===== src/rtl/bmpd_pkg.sv =====
// ----------------------------------------------------------------------------
// bmpd_pkg
// shared types and codes for the bmp pixel stream decoder
// ----------------------------------------------------------------------------
package bmpd_pkg;

  localparam int QUEUE_DEPTH = 4;

  // result kinds
  localparam logic [2:0] KIND_PIXEL      = 3'd0;
  localparam logic [2:0] KIND_HEADER     = 3'd1;
  localparam logic [2:0] KIND_NOT_BMP    = 3'd2;
  localparam logic [2:0] KIND_BAD_DEPTH  = 3'd3;
  localparam logic [2:0] KIND_COMPRESSED = 3'd4;
  localparam logic [2:0] KIND_BAD_OFFSET = 3'd5;

  // work codes between front and back
  localparam logic [1:0] OP_HOLD   = 2'd0;
  localparam logic [1:0] OP_PIXEL  = 2'd1;
  localparam logic [1:0] OP_REPORT = 2'd2;

  typedef struct packed {
    logic [7:0] data_byte;
    logic       first;
  } in_item_t;

  typedef struct packed {
    logic [2:0]  kind;
    logic [7:0]  red;
    logic [7:0]  green;
    logic [7:0]  blue;
    logic [7:0]  alpha;
    logic [31:0] image_width;
    logic [31:0] image_height;
    logic [15:0] bit_depth;
    logic        last;
  } out_item_t;

  typedef struct packed {
    logic [1:0]  op;
    logic [2:0]  kind;
    logic [7:0]  data;
    logic [1:0]  slot;
    logic [1:0]  top;
    logic        last;
    logic [31:0] width;
    logic [31:0] height;
    logic [15:0] depth;
  } tok_t;

endpackage


===== src/rtl/bmpd_front.sv =====
// ----------------------------------------------------------------------------
// bmpd_front
// byte parser: header capture, checks, row walk; issues work tokens
// ----------------------------------------------------------------------------
module bmpd_front (
  input  logic               clk,
  input  logic               rst_n,
  input  logic               take,
  input  bmpd_pkg::in_item_t item,
  output logic               tok_push,
  output bmpd_pkg::tok_t     tok
);

  localparam logic [1:0] PH_HEADER = 2'd0;
  localparam logic [1:0] PH_SKIP   = 2'd1;
  localparam logic [1:0] PH_PIXELS = 2'd2;
  localparam logic [1:0] PH_DONE   = 2'd3;

  localparam logic [31:0] POS_SIG0    = 32'd0;
  localparam logic [31:0] POS_SIG1    = 32'd1;
  localparam logic [31:0] POS_OFFSET  = 32'd10;
  localparam logic [31:0] POS_WIDTH   = 32'd18;
  localparam logic [31:0] POS_HEIGHT  = 32'd22;
  localparam logic [31:0] POS_DEPTH   = 32'd28;
  localparam logic [31:0] POS_COMPR   = 32'd30;
  localparam logic [31:0] POS_HDR_END = 32'd33;
  localparam logic [31:0] MIN_OFFSET  = 32'd46;
  localparam logic [7:0]  SIG_B       = 8'd66;
  localparam logic [7:0]  SIG_M       = 8'd77;
  localparam logic [31:0] POS_MAX     = '1;

  logic [1:0]  phase_r, phase_nxt;
  logic [31:0] pos_r, pos_nxt;
  logic [7:0]  sig0_r, sig0_nxt;
  logic [31:0] offset_r, offset_nxt;
  logic [31:0] width_r, width_nxt;
  logic [31:0] height_r, height_nxt;
  logic [15:0] depth_r, depth_nxt;
  logic [31:0] compr_r, compr_nxt;
  logic [47:0] stride_r, stride_nxt;
  logic [31:0] row_cnt_r, row_cnt_nxt;
  logic [47:0] rbc_r, rbc_nxt;
  logic [12:0] idx_r, idx_nxt;
  logic [47:0] start_r, start_nxt;
  logic [47:0] prod_r;
  logic [47:0] used_r;

  logic [1:0]  phase_cur;
  logic [31:0] pos_cur;
  logic [7:0]  b;
  logic [12:0] bpp;
  logic [12:0] top;
  logic        in_row;
  logic        is_top;
  logic [47:0] rbc_inc;
  logic        row_end;
  logic        last_pix;
  logic [13:0] idx_inc;
  logic        idx_wrap;
  logic [32:0] row_cnt_inc;
  logic [48:0] round_sum;
  logic [31:0] compr_all;
  logic        pix_run;

  assign phase_cur   = item.first ? PH_HEADER : phase_r;
  assign pos_cur     = item.first ? POS_SIG0 : pos_r;
  assign b           = item.data_byte;
  assign bpp         = depth_r[15:3];
  assign top         = (bpp < 13'd4) ? (bpp - 13'd1) : 13'd3;
  assign in_row      = rbc_r < used_r;
  assign is_top      = idx_r == top;
  assign rbc_inc     = rbc_r + 48'd1;
  assign row_end     = rbc_inc >= stride_r;
  assign last_pix    = is_top && ((start_r + 48'(bpp)) == used_r) &&
                       (row_cnt_r == (height_r - 32'd1));
  assign idx_inc     = {1'b0, idx_r} + 14'd1;
  assign idx_wrap    = idx_inc >= {1'b0, bpp};
  assign row_cnt_inc = {1'b0, row_cnt_r} + 33'd1;
  assign round_sum   = {1'b0, prod_r} + 49'd31;
  assign compr_all   = {b, compr_r[23:0]};
  assign pix_run     = take && ((phase_cur == PH_PIXELS) ||
                       ((phase_cur == PH_SKIP) && (pos_cur == offset_r)));

  always_comb begin
    phase_nxt   = phase_r;
    pos_nxt     = pos_r;
    sig0_nxt    = sig0_r;
    offset_nxt  = offset_r;
    width_nxt   = width_r;
    height_nxt  = height_r;
    depth_nxt   = depth_r;
    compr_nxt   = compr_r;
    stride_nxt  = stride_r;
    row_cnt_nxt = row_cnt_r;
    rbc_nxt     = rbc_r;
    idx_nxt     = idx_r;
    start_nxt   = start_r;
    tok_push    = 1'b0;
    tok         = '0;
    if (take) begin
      phase_nxt = phase_cur;
      pos_nxt   = pos_cur;
      case (phase_cur)
        PH_HEADER: begin
          if (pos_cur == POS_SIG0) begin
            sig0_nxt = b;
          end
          if (pos_cur >= POS_OFFSET && pos_cur < POS_OFFSET + 32'd4) begin
            offset_nxt[8*(2'(pos_cur - POS_OFFSET)) +: 8] = b;
          end
          if (pos_cur >= POS_WIDTH && pos_cur < POS_WIDTH + 32'd4) begin
            width_nxt[8*(2'(pos_cur - POS_WIDTH)) +: 8] = b;
          end
          if (pos_cur >= POS_HEIGHT && pos_cur < POS_HEIGHT + 32'd4) begin
            height_nxt[8*(2'(pos_cur - POS_HEIGHT)) +: 8] = b;
          end
          if (pos_cur == POS_DEPTH) begin
            depth_nxt[7:0] = b;
          end
          if (pos_cur == POS_DEPTH + 32'd1) begin
            depth_nxt[15:8] = b;
          end
          if (pos_cur >= POS_COMPR && pos_cur < POS_COMPR + 32'd4) begin
            compr_nxt[8*(2'(pos_cur - POS_COMPR)) +: 8] = b;
          end
          if (pos_cur != POS_MAX) begin
            pos_nxt = pos_cur + 32'd1;
          end
          if (pos_cur == POS_SIG1 && (sig0_r != SIG_B || b != SIG_M)) begin
            tok_push  = 1'b1;
            tok.op    = bmpd_pkg::OP_REPORT;
            tok.kind  = bmpd_pkg::KIND_NOT_BMP;
            phase_nxt = PH_DONE;
            pos_nxt   = pos_cur;
          end else if (pos_cur == POS_HDR_END) begin
            tok_push  = 1'b1;
            tok.op    = bmpd_pkg::OP_REPORT;
            phase_nxt = PH_DONE;
            if (bpp == 13'd0) begin
              tok.kind = bmpd_pkg::KIND_BAD_DEPTH;
            end else if (compr_all != 32'd0) begin
              tok.kind = bmpd_pkg::KIND_COMPRESSED;
            end else if (offset_r < MIN_OFFSET) begin
              tok.kind = bmpd_pkg::KIND_BAD_OFFSET;
            end else begin
              tok.kind    = bmpd_pkg::KIND_HEADER;
              tok.width   = width_r;
              tok.height  = height_r;
              tok.depth   = depth_r;
              stride_nxt  = 48'({round_sum[48:5], 2'b00});
              row_cnt_nxt = '0;
              rbc_nxt     = '0;
              idx_nxt     = '0;
              start_nxt   = '0;
              if (width_r != 32'd0 && height_r != 32'd0) begin
                phase_nxt = PH_SKIP;
              end
            end
          end
        end
        PH_SKIP: begin
          if (pos_cur == offset_r) begin
            phase_nxt = PH_PIXELS;
          end else if (pos_cur != POS_MAX) begin
            pos_nxt = pos_cur + 32'd1;
          end
        end
        default: begin
        end
      endcase
      if (pix_run) begin
        if (in_row) begin
          if (idx_r < 13'd3 || is_top) begin
            tok_push = 1'b1;
            tok.op   = is_top ? bmpd_pkg::OP_PIXEL : bmpd_pkg::OP_HOLD;
            tok.kind = bmpd_pkg::KIND_PIXEL;
            tok.data = b;
            tok.slot = idx_r[1:0];
            tok.top  = top[1:0];
            tok.last = last_pix;
          end
          if (!last_pix) begin
            idx_nxt = idx_wrap ? 13'd0 : idx_inc[12:0];
            if (idx_wrap) begin
              start_nxt = rbc_inc;
            end
          end
        end
        if (in_row && last_pix) begin
          phase_nxt = PH_DONE;
        end else begin
          rbc_nxt = rbc_inc;
          if (row_end) begin
            rbc_nxt     = '0;
            idx_nxt     = '0;
            start_nxt   = '0;
            row_cnt_nxt = row_cnt_inc[31:0];
            if (row_cnt_inc >= {1'b0, height_r}) begin
              phase_nxt = PH_DONE;
            end
          end
        end
      end
    end
  end

  always_ff @(posedge clk) begin
    if (!rst_n) begin
      phase_r   <= PH_HEADER;
      pos_r     <= '0;
      sig0_r    <= '0;
      offset_r  <= '0;
      width_r   <= '0;
      height_r  <= '0;
      depth_r   <= '0;
      compr_r   <= '0;
      stride_r  <= '0;
      row_cnt_r <= '0;
      rbc_r     <= '0;
      idx_r     <= '0;
      start_r   <= '0;
    end else begin
      phase_r   <= phase_nxt;
      pos_r     <= pos_nxt;
      sig0_r    <= sig0_nxt;
      offset_r  <= offset_nxt;
      width_r   <= width_nxt;
      height_r  <= height_nxt;
      depth_r   <= depth_nxt;
      compr_r   <= compr_nxt;
      stride_r  <= stride_nxt;
      row_cnt_r <= row_cnt_nxt;
      rbc_r     <= rbc_nxt;
      idx_r     <= idx_nxt;
      start_r   <= start_nxt;
    end
  end

  // products settle long before the header end and the first pixel byte
  always_ff @(posedge clk) begin
    prod_r <= 48'(depth_r) * 48'(width_r);
    used_r <= 48'(45'(width_r) * 45'(bpp));
  end

  a_report_pos: assert property (@(posedge clk) disable iff (!rst_n)
    (tok_push && tok.op == bmpd_pkg::OP_REPORT) |->
      (pos_cur == POS_SIG1 || pos_cur == POS_HDR_END))
    else $error("report token away from signature or header end");

  a_done_quiet: assert property (@(posedge clk) disable iff (!rst_n)
    (take && !item.first && phase_r == PH_DONE) |-> !tok_push)
    else $error("token issued after parse finished");

endmodule


===== src/rtl/bmpd_fifo.sv =====
// ----------------------------------------------------------------------------
// bmpd_fifo
// short token queue between parser and pixel assembler
// ----------------------------------------------------------------------------
module bmpd_fifo #(
  parameter int DEPTH = bmpd_pkg::QUEUE_DEPTH
) (
  input  logic           clk,
  input  logic           rst_n,
  input  logic           push,
  input  bmpd_pkg::tok_t push_tok,
  output logic           full,
  input  logic           pop,
  output bmpd_pkg::tok_t pop_tok,
  output logic           empty
);

  localparam int PW = (DEPTH > 1) ? $clog2(DEPTH) : 1;
  localparam int CW = $clog2(DEPTH + 1);

  bmpd_pkg::tok_t mem_r [DEPTH];
  logic [PW-1:0]  wptr_r, wptr_nxt;
  logic [PW-1:0]  rptr_r, rptr_nxt;
  logic [CW-1:0]  count_r, count_nxt;

  assign full    = count_r == CW'(DEPTH);
  assign empty   = count_r == '0;
  assign pop_tok = mem_r[rptr_r];

  always_comb begin
    wptr_nxt  = wptr_r;
    rptr_nxt  = rptr_r;
    count_nxt = count_r;
    if (push) begin
      wptr_nxt = (wptr_r == PW'(DEPTH - 1)) ? '0 : wptr_r + PW'(1);
    end
    if (pop) begin
      rptr_nxt = (rptr_r == PW'(DEPTH - 1)) ? '0 : rptr_r + PW'(1);
    end
    if (push && !pop) begin
      count_nxt = count_r + CW'(1);
    end else if (pop && !push) begin
      count_nxt = count_r - CW'(1);
    end
  end

  always_ff @(posedge clk) begin
    if (!rst_n) begin
      wptr_r  <= '0;
      rptr_r  <= '0;
      count_r <= '0;
    end else begin
      wptr_r  <= wptr_nxt;
      rptr_r  <= rptr_nxt;
      count_r <= count_nxt;
    end
  end

  always_ff @(posedge clk) begin
    if (push) begin
      mem_r[wptr_r] <= push_tok;
    end
  end

  a_count_bound: assert property (@(posedge clk) disable iff (!rst_n)
    count_r <= CW'(DEPTH))
    else $error("queue count above depth");

  a_count_step: assert property (@(posedge clk) disable iff (!rst_n)
    (push && !pop) |=> count_r == $past(count_r) + CW'(1))
    else $error("queue count did not follow push");

endmodule


===== src/rtl/bmpd_back.sv =====
// ----------------------------------------------------------------------------
// bmpd_back
// pixel assembler: holds channel bytes, builds rgba and report items
// ----------------------------------------------------------------------------
module bmpd_back (
  input  logic                clk,
  input  logic                rst_n,
  input  logic                tok_valid,
  input  bmpd_pkg::tok_t      tok,
  output logic                tok_pop,
  output logic                out_empty,
  input  logic                out_pop,
  output bmpd_pkg::out_item_t out_item
);

  localparam logic [7:0] ALPHA_OPAQUE = 8'd255;

  logic                out_valid_r, out_valid_nxt;
  bmpd_pkg::out_item_t out_item_r;
  bmpd_pkg::out_item_t res;
  logic [7:0]          held0_r, held1_r, held2_r;
  logic                needs_out;
  logic                taken;

  assign needs_out = tok.op != bmpd_pkg::OP_HOLD;
  assign taken     = out_pop && out_valid_r;
  assign tok_pop   = tok_valid && (!needs_out || !out_valid_r || taken);
  assign out_empty = !out_valid_r;
  assign out_item  = out_item_r;

  always_comb begin
    res = '0;
    res.kind = tok.kind;
    if (tok.op == bmpd_pkg::OP_PIXEL) begin
      res.blue  = (tok.top == 2'd0) ? tok.data : held0_r;
      res.green = (tok.top <= 2'd1) ? tok.data : held1_r;
      res.red   = (tok.top <= 2'd2) ? tok.data : held2_r;
      res.alpha = (tok.top == 2'd3) ? tok.data : ALPHA_OPAQUE;
      res.last  = tok.last;
    end else begin
      res.image_width  = tok.width;
      res.image_height = tok.height;
      res.bit_depth    = tok.depth;
    end
  end

  always_comb begin
    out_valid_nxt = out_valid_r;
    if (taken) begin
      out_valid_nxt = 1'b0;
    end
    if (tok_pop && needs_out) begin
      out_valid_nxt = 1'b1;
    end
  end

  always_ff @(posedge clk) begin
    if (!rst_n) begin
      out_valid_r <= 1'b0;
    end else begin
      out_valid_r <= out_valid_nxt;
    end
  end

  always_ff @(posedge clk) begin
    if (tok_pop && needs_out) begin
      out_item_r <= res;
    end
    if (tok_pop) begin
      case (tok.slot)
        2'd0: held0_r <= tok.data;
        2'd1: held1_r <= tok.data;
        2'd2: held2_r <= tok.data;
        default: begin
        end
      endcase
    end
  end

  a_no_overwrite: assert property (@(posedge clk) disable iff (!rst_n)
    (tok_pop && needs_out) |-> (!out_valid_r || taken))
    else $error("result item overwritten before it was taken");

endmodule


===== src/rtl/bmp_pixel_stream_decoder_top.sv =====
// ----------------------------------------------------------------------------
// bmp_pixel_stream_decoder_top
// bmp (uncompressed) byte stream to rgba pixel decoder
// ----------------------------------------------------------------------------
// input channel: push/full, one file byte per item; first marks byte 0 of a
// new file and restarts the parse (items already queued still come out)
// result channel: empty/pop; the oldest result sits on out_item while empty
// is low. kinds: pixel, header, or one of the errors (not bmp, bad depth,
// compressed, bad offset)
// header and errors come out after byte 33 (not bmp after byte 1); pixels
// follow from the pixel offset, one per pixel, rows in file order, padding
// dropped, last on the final pixel
// results pass through the token queue and the result register
// throughput: one byte per cycle while the queue is not full, set by the
// parser's single byte path
// a token queue between parser and assembler absorbs stalls; a stalled
// result holds and the parser keeps taking bytes until the queue fills
// reset (rst_n low, synchronous): parse back to header, queue and result
// register emptied
// ----------------------------------------------------------------------------
module bmp_pixel_stream_decoder_top #(
  parameter int QUEUE_DEPTH = bmpd_pkg::QUEUE_DEPTH
) (
  input  logic                clk,
  input  logic                rst_n,
  input  logic                in_push,
  output logic                in_full,
  input  bmpd_pkg::in_item_t  in_item,
  output logic                out_empty,
  input  logic                out_pop,
  output bmpd_pkg::out_item_t out_item
);

  logic           take;
  logic           q_push;
  bmpd_pkg::tok_t q_in;
  logic           q_full;
  logic           q_pop;
  bmpd_pkg::tok_t q_out;
  logic           q_empty;

  assign in_full = q_full;
  assign take    = in_push && !q_full;

  bmpd_front u_front (
    .clk      (clk),
    .rst_n    (rst_n),
    .take     (take),
    .item     (in_item),
    .tok_push (q_push),
    .tok      (q_in)
  );

  bmpd_fifo #(
    .DEPTH (QUEUE_DEPTH)
  ) u_fifo (
    .clk      (clk),
    .rst_n    (rst_n),
    .push     (q_push),
    .push_tok (q_in),
    .full     (q_full),
    .pop      (q_pop),
    .pop_tok  (q_out),
    .empty    (q_empty)
  );

  bmpd_back u_back (
    .clk       (clk),
    .rst_n     (rst_n),
    .tok_valid (!q_empty),
    .tok       (q_out),
    .tok_pop   (q_pop),
    .out_empty (out_empty),
    .out_pop   (out_pop),
    .out_item  (out_item)
  );

endmodule


===== config.mk =====
export PLATFORM = sky130hd
export DESIGN_NAME = bmp_pixel_stream_decoder_top
export DESIGN_NICKNAME = d
export VERILOG_FILES = /design/src/rtl/bmpd_pkg.sv /design/src/rtl/bmpd_front.sv /design/src/rtl/bmpd_fifo.sv /design/src/rtl/bmpd_back.sv /design/src/rtl/bmp_pixel_stream_decoder_top.sv
export SDC_FILE = /design/constraint.sdc
export NUM_CORES = 2
export LEC_CHECK = 0
export BUFFER_PORTS_ARGS = -buffer_cell sky130_fd_sc_hd__buf_2
export CAP_MARGIN = 0
export CORE_UTILIZATION = 40
export CTS_CLUSTER_DIAMETER = 120
export DETAILED_ROUTE_END_ITERATION = 10
export PLACE_DENSITY = 0.63
export SYNTH_ARGS = -nofsm -noshare
export SYNTH_HDL_FRONTEND = slang
export SYNTH_HIERARCHICAL = 1
export SYNTH_SLANG_ARGS = --single-unit

===== constraint.sdc =====
create_clock -name clk -period 14.8 [get_ports clk]
set_input_delay 2.22 -clock clk [delete_from_list [all_inputs] [get_ports clk]]
set_output_delay 2.22 -clock clk [all_outputs]
set_load 0.01 [all_outputs]

==> flow_metrics.env <==
export IMPL_slew_viol_final=0
export IMPL_route_met3_wl_um=13500
export IMPL_dp_hpwl_um=147000
export IMPL_rows=152
export IMPL_first_pass_iters=8
export IMPL_finalInstanceArea_um2=75300
export IMPL_vdd_drop_max_uv=99.8
export IMPL_hp_class="flop to flop"
export IMPL_yosysSeqAreaShare_pct=36.7
export IMPL_numCtsBuffers=106
export IMPL_fin_nets=7804
export IMPL_synthCells=6974
export IMPL_track_usage_pct=22.9
export IMPL_clkLatencyLatePin_ns=0.74
export IMPL_clkTransAtPathRegs_ns=0.06
export IMPL_skew_ns=0.0503
export IMPL_cp_end_kind="flop"
export IMPL_dpl_cell_area_um2=71700
export IMPL_gp_congestion=0.960
export IMPL_slew_headroom_pct=7.64
export IMPL_crit_start="in_item[0]"
export IMPL_setup_viol=0
export IMPL_clock_root_buffer="clkbuf_16"
export IMPL_fp_dieW_um=417
export IMPL_ys_types=97
export IMPL_synth_edf_count=532
export IMPL_start_util_pct=40.2
export IMPL_crit_required_ns=15.13
export IMPL_reg2reg_from="u_front/width_r[11]"
export IMPL_drtAntennaViolNets=0
export IMPL_hp_start="u_front/stride_r[2]"
export IMPL_ios=131
export IMPL_die_h_um=417
export IMPL_drive_gt1_share_pct=7.89
export IMPL_clockBufferDepth=3
export IMPL_fill_cells=16400
export IMPL_clock_fmax_mhz=121
export IMPL_cts_max_level=3
export IMPL_rrSetupSlack_ns=6.84
export IMPL_syn_nets=7851
export IMPL_synth_avg_cell_area_um2=9.90
export IMPL_holdPathEnd="u_front/stride_r[2]"
export IMPL_rr_endpoint="u_front/prod_r[46]"
export IMPL_cts_resized=0
export IMPL_seq_area_um2=25300
export IMPL_post_cts_setup_buffer_count=0
export IMPL_grt_remaining_overflow=0
export IMPL_port_buffers=130
export IMPL_tightestPinTransition_ns=1.37
export IMPL_synth_warnings=6
export IMPL_drc=0
export IMPL_yosysTopAreaCellShare_pct=23.1
export IMPL_first_iter_violations=4463
export IMPL_crit_chain="buf_2 > buf_4 > nor2_1 > o32ai_1 > nand4_1 > nor4_1 > a21oi_1 > buf_4 > or2_2 > a21oi_1 > inv_1 > a21oi_1 > and2_4 > buf_4"
export IMPL_met2WireLength_um=97500
export IMPL_r2r_worst_path_cells=24
export IMPL_viasPerCell=5.52
export IMPL_p_leak_nw=31.7
export IMPL_status="complete, no violations"
export IMPL_netlist_area_um2=69000
export IMPL_critical_path_slowest_cell="a21oi_1"
export IMPL_rsz0062_at_grt="no"
export IMPL_multi_input_area_um2=38700
export IMPL_cp_start_kind="input port"
export IMPL_yosysTopAreaCell="edfxtp_1"
export IMPL_wl_per_cell_um=21.6
export IMPL_layout_min_cycle_time_ns=8.24
export IMPL_core_area_um2=172000
export IMPL_worstPathMaxFanout=82
export IMPL_hold_depth=2
export IMPL_dieArea_um2=174000
export IMPL_fin_crit_sh_pct=55.7
export IMPL_wl_met1_um=83600
export IMPL_highest_layer="met5"
export IMPL_grt_max_degree=105
export IMPL_synth_area_leaders="edfxtp_1 23%, fa_1 16%, dfxtp_1 14%"
export IMPL_final_setup_tns_ns=0
export IMPL_cts_hold_buffers=0
export IMPL_vias=51500
export IMPL_max_stage_delay_ns=0.96
export IMPL_grt_first_pass_wirelength_um=308000
export IMPL_synth_seq_cells=998
export IMPL_clock_sinks=998
export IMPL_arrival_ns=8.57
export IMPL_antenna_found_initial=9
export IMPL_syn2layout_area_growth_pct=9.03
export IMPL_synthArstFlopShare_pct=0
export IMPL_hold_viol=0
export IMPL_grt_pass1_vias=51000
export IMPL_cap_viol_max_count=0
export IMPL_cts_tree="built"
export IMPL_ys_flop_type="edfxtp_1"
export IMPL_drt_wl_total_um=202000
export IMPL_critPathKind="input port to flop"
export IMPL_power_density_nw_per_um2=92.9
-- kinds of logic (layout without fill, tap and decap cells) --
kind of cell	count (synthesis)	after routing	share of synthesized area [%]
compound gates	1096	1096	10.4
xor+xnor	313	313	4.01
fa+ha+maj	864	864	21.5
buf+inv	1312	1351	7.36
flops	998	998	36.7
mux	148	148	3.93
other cells	0	2	0
simple gates	2243	2243	16.2
-- power by group --
part           leakage, nW  switching (mW)  total [mW]  internal (mW)
sequential            9.51           0.105        3.29           3.19
combinational         20.5           0.656        1.01          0.350
clock                 1.71            1.16        2.69           1.53
-- how the worst max path moves through the flow --
stage,to,slack (ns)
after global placement,u_fifo/mem_r[0][57],6.11
after detailed placement,u_fifo/mem_r[3][58],5.92
after global routing,u_fifo/mem_r[3][53],6.28
final,u_fifo/mem_r[3][50],6.56
after floorplan,u_back/out_item[0],3.29
after CTS,u_fifo/mem_r[3][52],6.65
-- metrics by stage --
step / util (%) / instances / hold WS (ns) / setup slack, ns / total power [mW]
CTS: 43.9 / 9323 / 0.470 / 6.65 / 7.06
global route: 43.9 / 9323 / 0.492 / 6.28 / 7.25
floorplan: - / 6974 / 0.432 / 3.29 / 4.03
detailed placement: 41.8 / 9129 / 0.462 / 5.92 / 4.37
global placement: 41.8 / 9129 / 0.456 / 6.11 / 4.37
finish: 43.9 / 9325 / 0.464 / 6.56 / 6.99
-- synthesized netlist by cell type, drive strengths merged, types with 165 or more instances --
| master | n |
|---|---|
| a21oi | 340 |
| and2 | 306 |
| clkbuf | 299 |
| dfxtp | 466 |
| edfxtp | 532 |
| fa | 535 |
| ha | 329 |
| inv | 948 |
| nand2 | 609 |
| nand3 | 165 |
| nor2 | 565 |
| o21ai | 218 |
| xnor2 | 226 |
-- per-layer routing --
layer	vias to the layer above	track usage, %
met5	-	0
met4	4	8.13
met3	368	3.21
met2	1761	38.4
met1	25800	30.2
li1	23600	-
-- critical path: cells and delay by family --
kind                   cells  cell delay (ns)
and+or+nand+nor            5             2.19
buffers and inverters      5             1.94
AOI/OAI and AO/OA          4             2.05
-- cell type report --
type,count,area share [%]
well taps,2310,3.84
multi-input cells,4664,51.4
repair buffers,209,1.65
flip-flops and latches,998,33.6
clock inverters,51,0.805
clock buffers,143,3.88
diodes,2,0.00665
inverters,948,4.73
-- sequential cells by signal, indices dropped and copies added (netlist names), 13 cells and up, named ones only --
name	cells
u_fifo/mem_r	392
u_back/out_item	116
u_front/prod_r	48
u_front/rbc_r	48
u_front/start_r	48
u_front/used_r	45
u_front/stride_r	44
u_front/height_r	32
u_front/offset_r	32
u_front/pos_r	32
u_front/row_cnt_r	32
u_front/width_r	32
u_front/compr_r	24
u_front/depth_r	16
u_front/idx_r	13
-- placed cells by master (no fill, tap or decap), drive strengths merged, types with 39 or more instances in the layout --
cell type and instances:
nand4 101, nor4 69, a31oi 48, a21oi 340, edfxtp 532, a21o 78, nand3 165, mux2i 47
and3 98, o21ai 218, nor3 100, mux4 98, and2 306, dfxtp 466, a22o 40, nor2 565
a32oi 39, inv 954, nand2 609, xor2 85, buf 209, fa 535, xnor2 226, a211oi 72
ha 329, clkbuf 143
Note: power is estimated with default switching activity, not from simulation.
